[config.mk]
export PLATFORM = sky130hd
export DESIGN_NAME = fixed_block_free_list_pool
export DESIGN_NICKNAME = d
export VERILOG_FILES = /design/src/design/fbp_pkg.sv /design/src/design/fbp_front.sv /design/src/design/fbp_queue.sv /design/src/design/fbp_back.sv /design/src/design/fixed_block_free_list_pool.sv
export VERILOG_INCLUDE_DIRS = /design/src /design/src/design
export SDC_FILE = /design/constraint.sdc
export NUM_CORES = 2
export LEC_CHECK = 0
export ABC_AREA = 1
export ABC_CLOCK_PERIOD_IN_PS = 8550
export BUFFER_PORTS_ARGS = -buffer_cell sky130_fd_sc_hd__buf_2
export CAP_MARGIN = 20
export CORE_ASPECT_RATIO = 0.9
export CORE_MARGIN = 5
export CORE_UTILIZATION = 57
export DETAILED_ROUTE_END_ITERATION = 10
export PLACE_DENSITY = 0.77
export SYNTH_ARGS = -nofsm -noshare
export SYNTH_HDL_FRONTEND = slang
export SYNTH_HIERARCHICAL = 1
export SYNTH_SLANG_ARGS = --single-unit
export TNS_END_PERCENT = 5
[constraint.sdc]
create_clock -name i_clk -period 8.55 [get_ports i_clk]
set_clock_uncertainty 0.1 [all_clocks]
set_input_delay 1.71 -clock i_clk [delete_from_list [all_inputs] [get_ports i_clk]]
set_output_delay 1.71 -clock i_clk [all_outputs]
set_load 0.005 [all_outputs]
[src/design/fixed_block_free_list_pool_assert.svh]
// Assertion helpers for the block pool. Both sample on i_clk and are
// switched off while i_rst_n is low.
`ifndef FIXED_BLOCK_FREE_LIST_POOL_ASSERT_SVH
`define FIXED_BLOCK_FREE_LIST_POOL_ASSERT_SVH

// Same-cycle implication
`define FBP_ASSERT_IMP(lbl, ante, cons, msg) \
    lbl: assert property (@(posedge i_clk) disable iff (!i_rst_n) (ante) |-> (cons)) \
        else $error(msg);

// Next-cycle implication
`define FBP_ASSERT_NXT(lbl, ante, cons, msg) \
    lbl: assert property (@(posedge i_clk) disable iff (!i_rst_n) (ante) |=> (cons)) \
        else $error(msg);

`endif

[src/design/fbp_pkg.sv]
package fbp_pkg;

    // Fixed field widths
    localparam int CNT_W  = 8;
    localparam int SIZE_W = 13;
    localparam int LIM_W  = 20;   // count * size always stays below 2**20
    localparam int OUT_W  = 20;

    localparam logic [CNT_W-1:0]  END_MARK   = 8'd255;
    localparam logic [SIZE_W-1:0] SIZE_LIMIT = 13'd4096;
    localparam logic [SIZE_W-1:0] SIZE_RESET = 13'd8;

    // Input kind codes
    localparam logic KIND_ALLOC = 1'b0;
    localparam logic KIND_FREE  = 1'b1;

    // Configuration register indexes
    localparam logic CFG_IDX_COUNT = 1'b0;
    localparam logic CFG_IDX_SIZE  = 1'b1;

    // Command queue between front and back
    localparam int QDEPTH = 2;

    typedef enum logic [1:0] {
        ST_OK        = 2'd0,
        ST_FULL      = 2'd1,
        ST_RANGE     = 2'd2,
        ST_NONE_USED = 2'd3
    } t_status;

    typedef enum logic [1:0] {
        CMD_ALLOC = 2'd0,
        CMD_FREE  = 2'd1,
        CMD_RANGE = 2'd2
    } t_cmd_kind;

    typedef struct packed {
        t_cmd_kind        kind;
        logic [CNT_W-1:0] idx;
    } t_cmd;

    typedef struct packed {
        logic [CNT_W-1:0]  count;
        logic [SIZE_W-1:0] size;
        logic [LIM_W-1:0]  limit;
    } t_cfg;

    typedef struct packed {
        logic             pool_empty;
        logic             pool_full;
        logic [CNT_W-1:0] used_blocks;
        logic [OUT_W-1:0] block_offset;
        t_status          status;
    } t_result;

endpackage

[src/design/fbp_front.sv]
module fbp_front #(
    parameter int OFFSET_BITS = 20
) (
    input  logic                   i_clk,
    input  logic                   i_rst_n,
    input  fbp_pkg::t_cfg          i_cfg,
    input  logic                   i_s_valid,
    output logic                   o_s_ready,
    input  logic                   i_kind,
    input  logic [OFFSET_BITS-1:0] i_offset,
    output logic                   o_push,
    output fbp_pkg::t_cmd          o_cmd,
    input  logic                   i_q_full
);
    import fbp_pkg::*;

    localparam int CW = (OFFSET_BITS > LIM_W) ? OFFSET_BITS : LIM_W;

    typedef enum logic [2:0] {
        F_IDLE = 3'b001,
        F_DIV  = 3'b010,
        F_PUSH = 3'b100
    } t_fstate;

    t_fstate          r_state, n_state;
    t_cmd             r_cmd, n_cmd;
    logic [LIM_W-1:0] r_rem, n_rem;
    logic [2:0]       r_bit, n_bit;
    logic [CNT_W-1:0] r_quo, n_quo;

    logic [CW-1:0]    wide_ofs;
    logic [CW-1:0]    wide_lim;
    logic             out_of_range;
    logic [LIM_W-1:0] trial;
    logic             fits;

    // Range check against count * size
    assign wide_ofs     = CW'(i_offset);
    assign wide_lim     = CW'(i_cfg.limit);
    assign out_of_range = wide_ofs >= wide_lim;

    // Restoring divide, one quotient bit per cycle from bit 7 down
    assign trial = LIM_W'(i_cfg.size) << r_bit;
    assign fits  = r_rem >= trial;

    always_comb begin
        n_state = r_state;
        n_cmd   = r_cmd;
        n_rem   = r_rem;
        n_bit   = r_bit;
        n_quo   = r_quo;
        case (r_state)
            F_IDLE: begin
                if (i_s_valid) begin
                    if (i_kind == KIND_ALLOC) begin
                        n_cmd   = '{kind: CMD_ALLOC, idx: '0};
                        n_state = F_PUSH;
                    end else if (out_of_range) begin
                        n_cmd   = '{kind: CMD_RANGE, idx: '0};
                        n_state = F_PUSH;
                    end else begin
                        n_rem   = wide_ofs[LIM_W-1:0];
                        n_bit   = 3'd7;
                        n_quo   = '0;
                        n_state = F_DIV;
                    end
                end
            end
            F_DIV: begin
                if (fits) begin
                    n_rem = r_rem - trial;
                    n_quo = r_quo | (CNT_W'(1) << r_bit);
                end
                if (r_bit == 3'd0) begin
                    n_cmd   = '{kind: CMD_FREE, idx: n_quo};
                    n_state = F_PUSH;
                end else begin
                    n_bit = r_bit - 3'd1;
                end
            end
            F_PUSH: begin
                if (!i_q_full) begin
                    n_state = F_IDLE;
                end
            end
            default: n_state = F_IDLE;
        endcase
    end

    always_ff @(posedge i_clk) begin
        if (!i_rst_n) begin
            r_state <= F_IDLE;
        end else begin
            r_state <= n_state;
        end
    end

    always_ff @(posedge i_clk) begin
        r_cmd <= n_cmd;
        r_rem <= n_rem;
        r_bit <= n_bit;
        r_quo <= n_quo;
    end

    assign o_s_ready = r_state == F_IDLE;
    assign o_push    = (r_state == F_PUSH) && !i_q_full;
    assign o_cmd     = r_cmd;

endmodule

[src/design/fbp_queue.sv]
module fbp_queue (
    input  logic          i_clk,
    input  logic          i_rst_n,
    input  logic          i_push,
    input  fbp_pkg::t_cmd i_cmd,
    output logic          o_full,
    output logic          o_valid,
    output fbp_pkg::t_cmd o_cmd,
    input  logic          i_pop
);
    import fbp_pkg::*;

    localparam int QAW = (QDEPTH > 1) ? $clog2(QDEPTH) : 1;
    localparam int QCW = $clog2(QDEPTH + 1);

    t_cmd           r_slot [QDEPTH];
    logic [QAW-1:0] r_wp, r_rp;
    logic [QCW-1:0] r_cnt;

    assign o_full  = r_cnt == QCW'(QDEPTH);
    assign o_valid = r_cnt != '0;
    assign o_cmd   = r_slot[r_rp];

    // Pointers and fill level
    always_ff @(posedge i_clk) begin
        if (!i_rst_n) begin
            r_wp  <= '0;
            r_rp  <= '0;
            r_cnt <= '0;
        end else begin
            if (i_push) begin
                r_wp <= (r_wp == QAW'(QDEPTH - 1)) ? '0 : r_wp + QAW'(1);
            end
            if (i_pop) begin
                r_rp <= (r_rp == QAW'(QDEPTH - 1)) ? '0 : r_rp + QAW'(1);
            end
            if (i_push && !i_pop) begin
                r_cnt <= r_cnt + QCW'(1);
            end else if (i_pop && !i_push) begin
                r_cnt <= r_cnt - QCW'(1);
            end
        end
    end

    always_ff @(posedge i_clk) begin
        if (i_push) begin
            r_slot[r_wp] <= i_cmd;
        end
    end

endmodule

[src/design/fbp_back.sv]
`include "fixed_block_free_list_pool_assert.svh"

module fbp_back #(
    parameter int MAX_BLOCKS  = 255,
    parameter int OFFSET_BITS = 20
) (
    input  logic             i_clk,
    input  logic             i_rst_n,
    input  logic             i_rebuild,
    input  fbp_pkg::t_cfg    i_cfg,
    input  logic             i_q_valid,
    input  fbp_pkg::t_cmd    i_cmd,
    output logic             o_pop,
    output logic             o_m_valid,
    input  logic             i_m_ready,
    output fbp_pkg::t_result o_result
);
    import fbp_pkg::*;

    localparam int               AW    = $clog2(MAX_BLOCKS);
    localparam logic [CNT_W-1:0] MAX_B = CNT_W'(MAX_BLOCKS);
    localparam logic [OUT_W-1:0] OUT_MASK = (OFFSET_BITS >= OUT_W) ? {OUT_W{1'b1}} :
                                            OUT_W'((64'd1 << OFFSET_BITS) - 64'd1);

    typedef enum logic [1:0] {
        B_IDLE = 2'b01,
        B_LINK = 2'b10
    } t_bstate;

    t_bstate               r_state, n_state;
    logic [CNT_W-1:0]      r_head, n_head;
    logic [CNT_W-1:0]      r_used, n_used;
    logic                  r_out_valid, n_out_valid;
    t_result               r_out, n_out;

    // Link store; an entry not yet written since the last rebuild reads as
    // its chained default
    logic [CNT_W-1:0]      r_link [MAX_BLOCKS];
    logic [MAX_BLOCKS-1:0] r_vld;
    logic [CNT_W-1:0]      r_rd_data;
    logic                  r_rd_vld;

    logic                  head_ok;
    logic                  idx_ok;
    logic                  rd_en;
    logic                  wr_en;
    logic [CNT_W-1:0]      dflt_link;
    logic [CNT_W-1:0]      link_val;
    logic [CNT_W+SIZE_W-1:0] product;
    logic [OUT_W-1:0]      alloc_ofs;
    logic [CNT_W-1:0]      used_inc;
    logic [CNT_W-1:0]      used_dec;

    function automatic logic head_end(input logic [CNT_W-1:0] h);
        return (h == END_MARK) || (h >= MAX_B);
    endfunction

    function automatic t_result make_result(input t_status st, input logic [OUT_W-1:0] ofs,
                                            input logic [CNT_W-1:0] used,
                                            input logic [CNT_W-1:0] head);
        t_result res;
        res.status       = st;
        res.block_offset = ofs;
        res.used_blocks  = used;
        res.pool_full    = head_end(head);
        res.pool_empty   = used == '0;
        return res;
    endfunction

    assign o_pop   = (r_state == B_IDLE) && i_q_valid && !r_out_valid;
    assign head_ok = !head_end(r_head);
    assign idx_ok  = i_cmd.idx < MAX_B;
    assign rd_en   = o_pop && (i_cmd.kind == CMD_ALLOC) && head_ok;
    assign wr_en   = o_pop && (i_cmd.kind == CMD_FREE) && (r_used != '0) && idx_ok;

    // Popped link: stored value, or the fresh chain i -> i+1 / end
    assign dflt_link = ({1'b0, r_head} + 9'd1 < {1'b0, i_cfg.count}) ?
                       r_head + CNT_W'(1) : END_MARK;
    assign link_val  = r_rd_vld ? r_rd_data : dflt_link;
    assign product   = r_head * i_cfg.size;
    assign alloc_ofs = product[OUT_W-1:0] & OUT_MASK;
    assign used_inc  = r_used + CNT_W'(1);
    assign used_dec  = r_used - CNT_W'(1);

    always_comb begin
        n_state     = r_state;
        n_head      = r_head;
        n_used      = r_used;
        n_out_valid = r_out_valid && !i_m_ready;
        n_out       = r_out;
        case (r_state)
            B_IDLE: begin
                if (o_pop) begin
                    n_out_valid = 1'b1;
                    case (i_cmd.kind)
                        CMD_ALLOC: begin
                            if (head_ok) begin
                                n_out_valid = 1'b0;
                                n_state     = B_LINK;
                            end else begin
                                n_out = make_result(ST_FULL, '0, r_used, r_head);
                            end
                        end
                        CMD_FREE: begin
                            if (r_used == '0) begin
                                n_out = make_result(ST_NONE_USED, '0, r_used, r_head);
                            end else if (idx_ok) begin
                                n_head = i_cmd.idx;
                                n_used = used_dec;
                                n_out  = make_result(ST_OK, '0, used_dec, i_cmd.idx);
                            end else begin
                                n_out = make_result(ST_OK, '0, r_used, r_head);
                            end
                        end
                        default: begin
                            n_out = make_result(ST_RANGE, '0, r_used, r_head);
                        end
                    endcase
                end
            end
            B_LINK: begin
                n_head      = link_val;
                n_used      = used_inc;
                n_out_valid = 1'b1;
                n_out       = make_result(ST_OK, alloc_ofs, used_inc, link_val);
                n_state     = B_IDLE;
            end
            default: n_state = B_IDLE;
        endcase
    end

    // Control state; a rebuild restarts the free chain
    always_ff @(posedge i_clk) begin
        if (!i_rst_n) begin
            r_state     <= B_IDLE;
            r_head      <= '0;
            r_used      <= '0;
            r_vld       <= '0;
            r_out_valid <= 1'b0;
        end else begin
            r_state     <= n_state;
            r_out_valid <= n_out_valid;
            if (i_rebuild) begin
                r_head <= '0;
                r_used <= '0;
                r_vld  <= '0;
            end else begin
                r_head <= n_head;
                r_used <= n_used;
                if (wr_en) begin
                    r_vld[i_cmd.idx[AW-1:0]] <= 1'b1;
                end
            end
        end
    end

    // Link memory: one write, one registered read
    always_ff @(posedge i_clk) begin
        if (wr_en) begin
            r_link[i_cmd.idx[AW-1:0]] <= r_head;
        end
        if (rd_en) begin
            r_rd_data <= r_link[r_head[AW-1:0]];
            r_rd_vld  <= r_vld[r_head[AW-1:0]];
        end
    end

    always_ff @(posedge i_clk) begin
        r_out <= n_out;
    end

    assign o_m_valid = r_out_valid;
    assign o_result  = r_out;

    `FBP_ASSERT_IMP(a_link_head_real, r_state == B_LINK, (r_head < MAX_B) && !r_out_valid, "link fetch without a real head or with the result slot taken")
    `FBP_ASSERT_NXT(a_free_drops_used, wr_en && !i_rebuild, r_used == $past(used_dec), "free did not lower the used count")
    `FBP_ASSERT_NXT(a_rebuild_clears, i_rebuild, (r_head == '0) && (r_used == '0) && (r_vld == '0), "rebuild left free list state behind")

endmodule

[src/design/fixed_block_free_list_pool.sv]
// Channel   Dir  tdata fields (low bit up)                      tuser
// s_axis    in   offset[OFFSET_BITS-1:0], zero pad to bytes      kind (0 alloc, 1 free)
// m_axis    out  block_offset[19:0], used_blocks[27:20],         status[1:0]
//                pool_full[28], pool_empty[29], zero pad [31:30]
// cfg       in   write enable, index (0 block_count, 1 block_size), 13-bit data
//
// An allocate passes the queue push, the pop with one registered read of the
// link memory, and the result register. A free first passes the 8-step
// restoring divider ahead of the queue; a free rejected by the range check
// skips the divider. The input is blocked while the front holds an item, until
// the front has pushed it into the command queue.
// Reset (synchronous, active low) and every configuration write rebuild the
// free chain by clearing per-entry written flags; no clearing pass.
// The front keeps taking items while the back or the result register stalls,
// until the two-entry command queue is full.
module fixed_block_free_list_pool #(
    parameter int MAX_BLOCKS  = 255,
    parameter int OFFSET_BITS = 20
) (
    input  logic                                  i_clk,
    input  logic                                  i_rst_n,
    // offset, zero padded
    input  logic [((OFFSET_BITS + 7) / 8) * 8-1:0] i_s_axis_tdata,
    // kind
    input  logic                                  i_s_axis_tuser,
    input  logic                                  i_s_axis_tvalid,
    output logic                                  o_s_axis_tready,
    // block_offset, used_blocks, pool_full, pool_empty, pad
    output logic [31:0]                           o_m_axis_tdata,
    // status
    output logic [1:0]                            o_m_axis_tuser,
    output logic                                  o_m_axis_tvalid,
    input  logic                                  i_m_axis_tready,
    input  logic                                  i_cfg_we,
    input  logic                                  i_cfg_index,
    input  logic [12:0]                           i_cfg_data
);
    import fbp_pkg::*;

    localparam logic [CNT_W-1:0] MAX_B = CNT_W'(MAX_BLOCKS);

    logic [CNT_W-1:0]        r_count;
    logic [SIZE_W-1:0]       r_size;
    logic [CNT_W+SIZE_W-1:0] limit_prod;
    logic [CNT_W-1:0]        cfg_count;
    logic [SIZE_W-1:0]       cfg_size;
    t_cfg                    cfg;

    logic    f_push;
    t_cmd    f_cmd;
    logic    q_full;
    logic    q_valid;
    t_cmd    q_cmd;
    logic    b_pop;
    t_result b_result;

    // Clamp written values into their legal ranges
    always_comb begin
        cfg_count = i_cfg_data[CNT_W-1:0];
        if (cfg_count == '0) begin
            cfg_count = CNT_W'(1);
        end else if (cfg_count > MAX_B) begin
            cfg_count = MAX_B;
        end
        cfg_size = i_cfg_data;
        if (cfg_size == '0) begin
            cfg_size = SIZE_W'(1);
        end else if (cfg_size > SIZE_LIMIT) begin
            cfg_size = SIZE_LIMIT;
        end
    end

    // Pool limit follows the registers in the same cycle
    assign limit_prod = r_count * r_size;

    // Configuration registers
    always_ff @(posedge i_clk) begin
        if (!i_rst_n) begin
            r_count <= MAX_B;
            r_size  <= SIZE_RESET;
        end else begin
            if (i_cfg_we) begin
                if (i_cfg_index == CFG_IDX_COUNT) begin
                    r_count <= cfg_count;
                end else begin
                    r_size <= cfg_size;
                end
            end
        end
    end

    assign cfg = '{count: r_count, size: r_size, limit: limit_prod[LIM_W-1:0]};

    fbp_front #(
        .OFFSET_BITS(OFFSET_BITS)
    ) u_front (
        .i_clk     (i_clk),
        .i_rst_n   (i_rst_n),
        .i_cfg     (cfg),
        .i_s_valid (i_s_axis_tvalid),
        .o_s_ready (o_s_axis_tready),
        .i_kind    (i_s_axis_tuser),
        .i_offset  (i_s_axis_tdata[OFFSET_BITS-1:0]),
        .o_push    (f_push),
        .o_cmd     (f_cmd),
        .i_q_full  (q_full)
    );

    fbp_queue u_queue (
        .i_clk   (i_clk),
        .i_rst_n (i_rst_n),
        .i_push  (f_push),
        .i_cmd   (f_cmd),
        .o_full  (q_full),
        .o_valid (q_valid),
        .o_cmd   (q_cmd),
        .i_pop   (b_pop)
    );

    fbp_back #(
        .MAX_BLOCKS  (MAX_BLOCKS),
        .OFFSET_BITS (OFFSET_BITS)
    ) u_back (
        .i_clk     (i_clk),
        .i_rst_n   (i_rst_n),
        .i_rebuild (i_cfg_we),
        .i_cfg     (cfg),
        .i_q_valid (q_valid),
        .i_cmd     (q_cmd),
        .o_pop     (b_pop),
        .o_m_valid (o_m_axis_tvalid),
        .i_m_ready (i_m_axis_tready),
        .o_result  (b_result)
    );

    // Pack the result item
    assign o_m_axis_tdata = {2'b00, b_result.pool_empty, b_result.pool_full,
                             b_result.used_blocks, b_result.block_offset};
    assign o_m_axis_tuser = b_result.status;

endmodule

# Word level (Yosys, flattened, before mapping)
# Memory sizes are Yosys's and may differ from the RTL's. A register that Yosys moved wholly into a read port is not among the register bits.
# Index checks and enable logic that the tools add are counted.
# word_totals
mem_count	2
regBits	376
inputBits	44
elab_cells	189
output_inout_bits	36
mem_bits_rw	2060
# mem_list
memory	words	word_bits	rd	rd_clocked_by_memory_dff	write_ports	line	rtl
u_back.r_link	255	8	1	1	1	fbp_back.sv:38	logic [CNT_W-1:0] r_link [MAX_BLOCKS];
u_queue.r_slot	2	10	1	1	1	fbp_queue.sv:16	t_cmd r_slot [QDEPTH];
# op_classes
bitwise_logic	5
n_lt_le_gt_ge	12
eq_ne	23
mux	66
mul	2
n_shift	2
n_addsub	10
reduce_logical	45
# op_table
op	n
$or 255x255->255	1
$mux 32	4
$mux 8	16
$pmux 32 s2	2
$mux 20	4
$pmux 8 s2	3
$ge 20x20->1	2
$mul 8x13->20	2
$mux 10	4
$pmux 20 s2	1
$logic_not 8->1	4
$mux 3	9
$mux 13	2
$eq 8x8->1 const B	3
$ge 8x8->1 const B	3
$pmux 10 s2	1
$shl 13x3->20	1
$sub 20x20->20	1
$lt 8x9->1 const B	2
$add 8x1->8 const B	2
$reduce_and 5->1	3
$ne 2x2->1 const B	7
$gt 13x13->1 const B	1
$logic_not 13->1	1
39 further kinds	86

# Depth between registers and ports, before layout
# depth
depth_word	8
mapped_depth	34
mapped_depth_nobuf	33

# Cells and area by module
# The synthesis kept the hierarchy.
# modules_own_cells
mod	area_each_um2	instances	seq_area_each_um2	cells_per_inst
fbp_back	99351.5	1	67975.2	9074
fixed_block_free_list_pool	4456.8	1	420.4	667
fbp_front	4350.4	1	1291.2	667
fbp_queue	992.2	1	700.7	66

# Worst setup path after synthesis
# Ideal clock, no wire load.
# synth_timing
path_type	reg2reg
from	register u_back.r_head[3]
to	register u_back.r_out (netlist bit u_back/o_result[20]) (data pin)
t_arrival_ps	8420
required_time_ps	8195
setup_slack_ps	-225
path_buffers	4
path_stages_with_launch	21
path_cell_list	dfxtp_1 > buf_2 > clkbuf_1 > buf_1 > buf_1 > nand2_1 > fa_1 > fa_1 > inv_1 > fa_1 > inv_1 > fa_1 > inv_1 > ha_1 > nand2_1 > o21ai_0 > inv_1 > o21ai_0 > nand3_1 > a21oi_1 > nor2_1
# synth_via
elab_chain_len	2
# synth_rtl
element	line	rtl
start, declared	fbp_back.sv:31	logic [CNT_W-1:0] r_head, n_head;
start signal, assigned	fbp_back.sv:148	r_head <= n_head;
$mul 8x13->20	fbp_back.sv:80	assign product = r_head * i_cfg.size;
$pmux 32 s2	fbp_back.sv:91	case (r_state)
end signal, assigned	fbp_back.sv:169	r_out <= n_out;
end, declared	fbp_back.sv:34	t_result r_out, n_out;
# Every way passes these cells.
# A chain may end at the register's enable or synchronous reset.

# Worst setup path after layout
# layout_timing
from	register r_size[7]
to	register u_front.r_rem[3], enable pin
# layout_via
elab_chain_len	4
elab_cells_between_ends	7
# layout_rtl
element	line	rtl
start, declared	fixed_block_free_list_pool.sv:43	logic [SIZE_W-1:0] r_size;
start signal, assigned	fixed_block_free_list_pool.sv:86	r_size <= cfg_size;
$mul 8x13->20	fixed_block_free_list_pool.sv:74	assign limit_prod = r_count * r_size;
via limit_prod[15]	fixed_block_free_list_pool.sv:44	logic [CNT_W+SIZE_W-1:0] limit_prod;
$ge 20x20->1	fbp_front.sv:40	assign out_of_range = wide_ofs >= wide_lim;
$ne 2x2->1 (no line)	-	
$reduce_and 5->1 (no line)	-	
end signal, assigned	fbp_front.sv:100	r_rem <= n_rem;
end, declared	fbp_front.sv:27	logic [LIM_W-1:0] r_rem, n_rem;
# The timed path passes the listed nets, and every way through them passes these cells.

==> flow_metrics.py <==
metrics = {
    "outcome": {
        "outcome": "completed",
    },
    "routing": {
        "post_drt_wl_per_cell_um": 21.6,
        "vias_per_cell": 5.98,
        "ant_nets": 0,
        "drcViolationCount": 0,
        "vias": 77600,
        "wirelength_um": 281000,
        "drtIter0Drc": 10300,
        "dr.pass1.iters": 9,
    },
    "clock_network": {
        "cts_setup_buffers": 0,
        "cts_tree": "done",
        "numCtsBuffers": 226,
        "cts_resized": 0,
        "htree_num_levels": 4,
        "cts_hold_buf": 0,
        "worstSkewPairLatency_ns": 0.87,
        "cts_root_buf": "clkbuf_16",
        "clkTransAtPathRegs_ns": 0.06,
        "clockBufferDepth": 3,
        "cts_sinks": 2445,
    },
    "timing": {
        "setup_violations": 0,
        "worst_pin_slew_ns": 1.33,
        "rsz0062_at_grt": "no",
        "hold_ws_ns": 0.352,
        "fin_crit_ns": 6.48,
        "slew_viol_final": 0,
        "max_slew_margin": 0.114,
        "tns_ns": 0,
        "finalHoldViolations": 0,
        "fmax_mhz": 154,
        "min_period_over_period": 0.758,
    },
    "placement": {
        "io_buffers": 73,
        "placed_cells": 12500,
        "dp_hpwl_um": 162000,
        "routabilityCongestion": 0.924,
    },
    "yosys": {
        "synth_xor_area_frac": 0.00289,
        "synth_area_mm2": 0.109,
        "yosysUniqueCellTypes": 55,
        "ys_seq_area_frac": 0.645,
        "asyncSetResetFlopFracSynth": 0,
        "synth_fa_ha_area_frac": 0.0398,
        "synthCells": 10500,
        "synth_top_family_by_area": "simple AND/OR/NAND/NOR gates",
        "synthSimpleGateAreaFrac": 0.236,
        "muxShareOfSynthArea": 0.00147,
        "ys_ff_latch": 2445,
        "avgSynthCellArea_um2": 10.4,
        "yosys_warnings": 6,
        "synth_compound_area_frac": 0.0279,
        "ys.flop_type": "edfxtp_1",
        "synth-edff-count": 2142,
    },
    "worst_setup_path": {
        "critical_path.slowest_cell": "dfxtp_1",
        "start_kind": "flip-flop",
        "r2r_cells": 28,
        "worst-endpoint-required_ns": 8.97,
        "end_kind": "flip-flop",
        "critPathKind": "reg2reg",
        "timing.critical_path.mode_cell": "nand2_1",
        "cpPeakStageDelay_ns": 0.94,
        "crit_fanout": 20,
        "arrival_ns": 6.90,
    },
    "cells_and_area": {
        "multiInputGateArea_mm2": 0.0336,
        "nNetsFinal": 10500,
        "nFillCells": 14400,
        "final_util": 0.622,
        "layout.cells.non_filler": 13000,
        "synthToLayoutAreaGrowth_pct": 8.53,
        "regArea_mm2": 0.0704,
        "drive_above_1_share": 0.0576,
    },
    "min_path": {
        "holdPathStages": 0,
        "min_path_type": "reg2reg",
    },
    "die": {
        "die_w_um": 471,
        "num_io_pins": 80,
        "coreArea_mm2": 0.191,
        "dieArea_mm2": 0.200,
        "start_util": 0.573,
        "die_h_um": 425,
        "rows": 152,
    },
    "grt": {
        "grt_first_pass_wirelength_um": 428000,
        "antenna_found_initial": 5,
        "track_usage": 0.273,
        "grt_max_degree": 219,
        "overflow": 0,
        "grt_pass1_vias": 73800,
    },
    "run": {
        "cap_violations": 0,
    },
    "power": {
        "power_density_mw_per_mm2": 212,
        "power.total_w": 0.0251,
        "vdd_drop_max_mv": 0.222,
        "p_leak_nw": 45.9,
    },
}
[worst paths after layout]
path | startpoint | endpoint | slack [ns]
setup reg to reg | r_size[7] | u_front/r_rem[3] | 2.07
hold reg to reg | u_front/o_cmd[9] | u_queue/r_slot[1][9] | 0.35
setup / recovery | r_size[7] | u_front/r_rem[3] | 2.07
hold / removal | u_front/o_cmd[9] | u_queue/r_slot[1][9] | 0.35
[stage by stage]
stage               instance area (um^2)  setup WS, ns
global route                      118000          1.62
finish                            118000          2.07
global placement                  111000          2.20
CTS                               118000          2.07
detailed placement                111000          2.13
floorplan                         109000         0.175
[worst max-delay path, delay by kind of cell (launching register included)]
| kind | cells | cell delay (ns) |
|---|---|---|
| DFF | 1 | 0.94 |
| adders and majority gates | 6 | 2.65 |
| buffers and inverters | 7 | 0.69 |
| AOI/OAI and AO/OA | 2 | 0.29 |
| and+or+nand+nor | 13 | 1.46 |
[registers in the layout, summed over array words and instances (netlist names), 10 cells and up, named ones only]
register / flops
r_size: 13
u_back/o_result: 32
u_back/r_link: 2040
u_back/r_vld: 255
u_front/o_cmd: 10
u_front/r_rem: 20
u_queue/r_slot: 20
[logic make-up after synthesis]
family          after synthesis
flops                      2445
mux                          11
fa+ha+maj                   269
buf+inv                    1271
other cells                   1
compound gates              467
simple gates               5974
xor+xnor                     36
[cell usage after synthesis, drive strengths merged (77+ instances only)]
| library cell | count | share of area |
|---|---|---|
| nand2 | 3142 | 0.11 |
| nand3 | 2303 | 0.11 |
| edfxtp | 2142 | 0.59 |
| inv | 621 | 0.021 |
| nor2 | 459 | 0.016 |
| clkbuf | 329 | 0.011 |
| buf | 316 | 0.014 |
| dfxtp | 303 | 0.056 |
| o21a | 246 | 0.017 |
| ha | 138 | 0.016 |
| fa | 131 | 0.024 |
| a21oi | 112 | 0.0052 |
| o21ai | 77 | 0.0036 |
[metal layers]
layer  global-route usage  routed length (um)  share of wire
met5                    0                  12       0.000043
met4                0.115               12300          0.044
met3               0.0618               31400           0.11
met2                0.425              130000           0.46
met1                0.375              108000           0.38
[cell type report]
type,instances,share of cell area
sequential,2445,0.594
multi-input combinational,6759,0.284
clock buffer,345,0.0548
tap,2541,0.0268
inverter,626,0.0201
timing repair buffer,177,0.0115
clock inverter,87,0.00848
antenna,2,0.0000422
[layout by cell type (no fill, tap or decap), drive strengths merged, types with 61 or more instances in the layout]
cell and count:
ha 138, nand2 3142, edfxtp 2142, fa 131
dfxtp 303, clkinv 61, clkbuf 345, o21ai 77
a21oi 112, inv 630, buf 177, nor2 459
o21a 246, nand3 2303
[power by group]
part / internal [W] / total, W / leakage [nW] / switching [W]
Sequential: 0.0131 / 0.0132 / 22.8 / 0.000108
Clock: 0.00572 / 0.0101 / 3.65 / 0.00439
Combinational: 0.000538 / 0.00181 / 19.4 / 0.00128
Total: 0.0193 / 0.0251 / 45.9 / 0.00577
No activity file was read; power rests on OpenSTA's default activity.
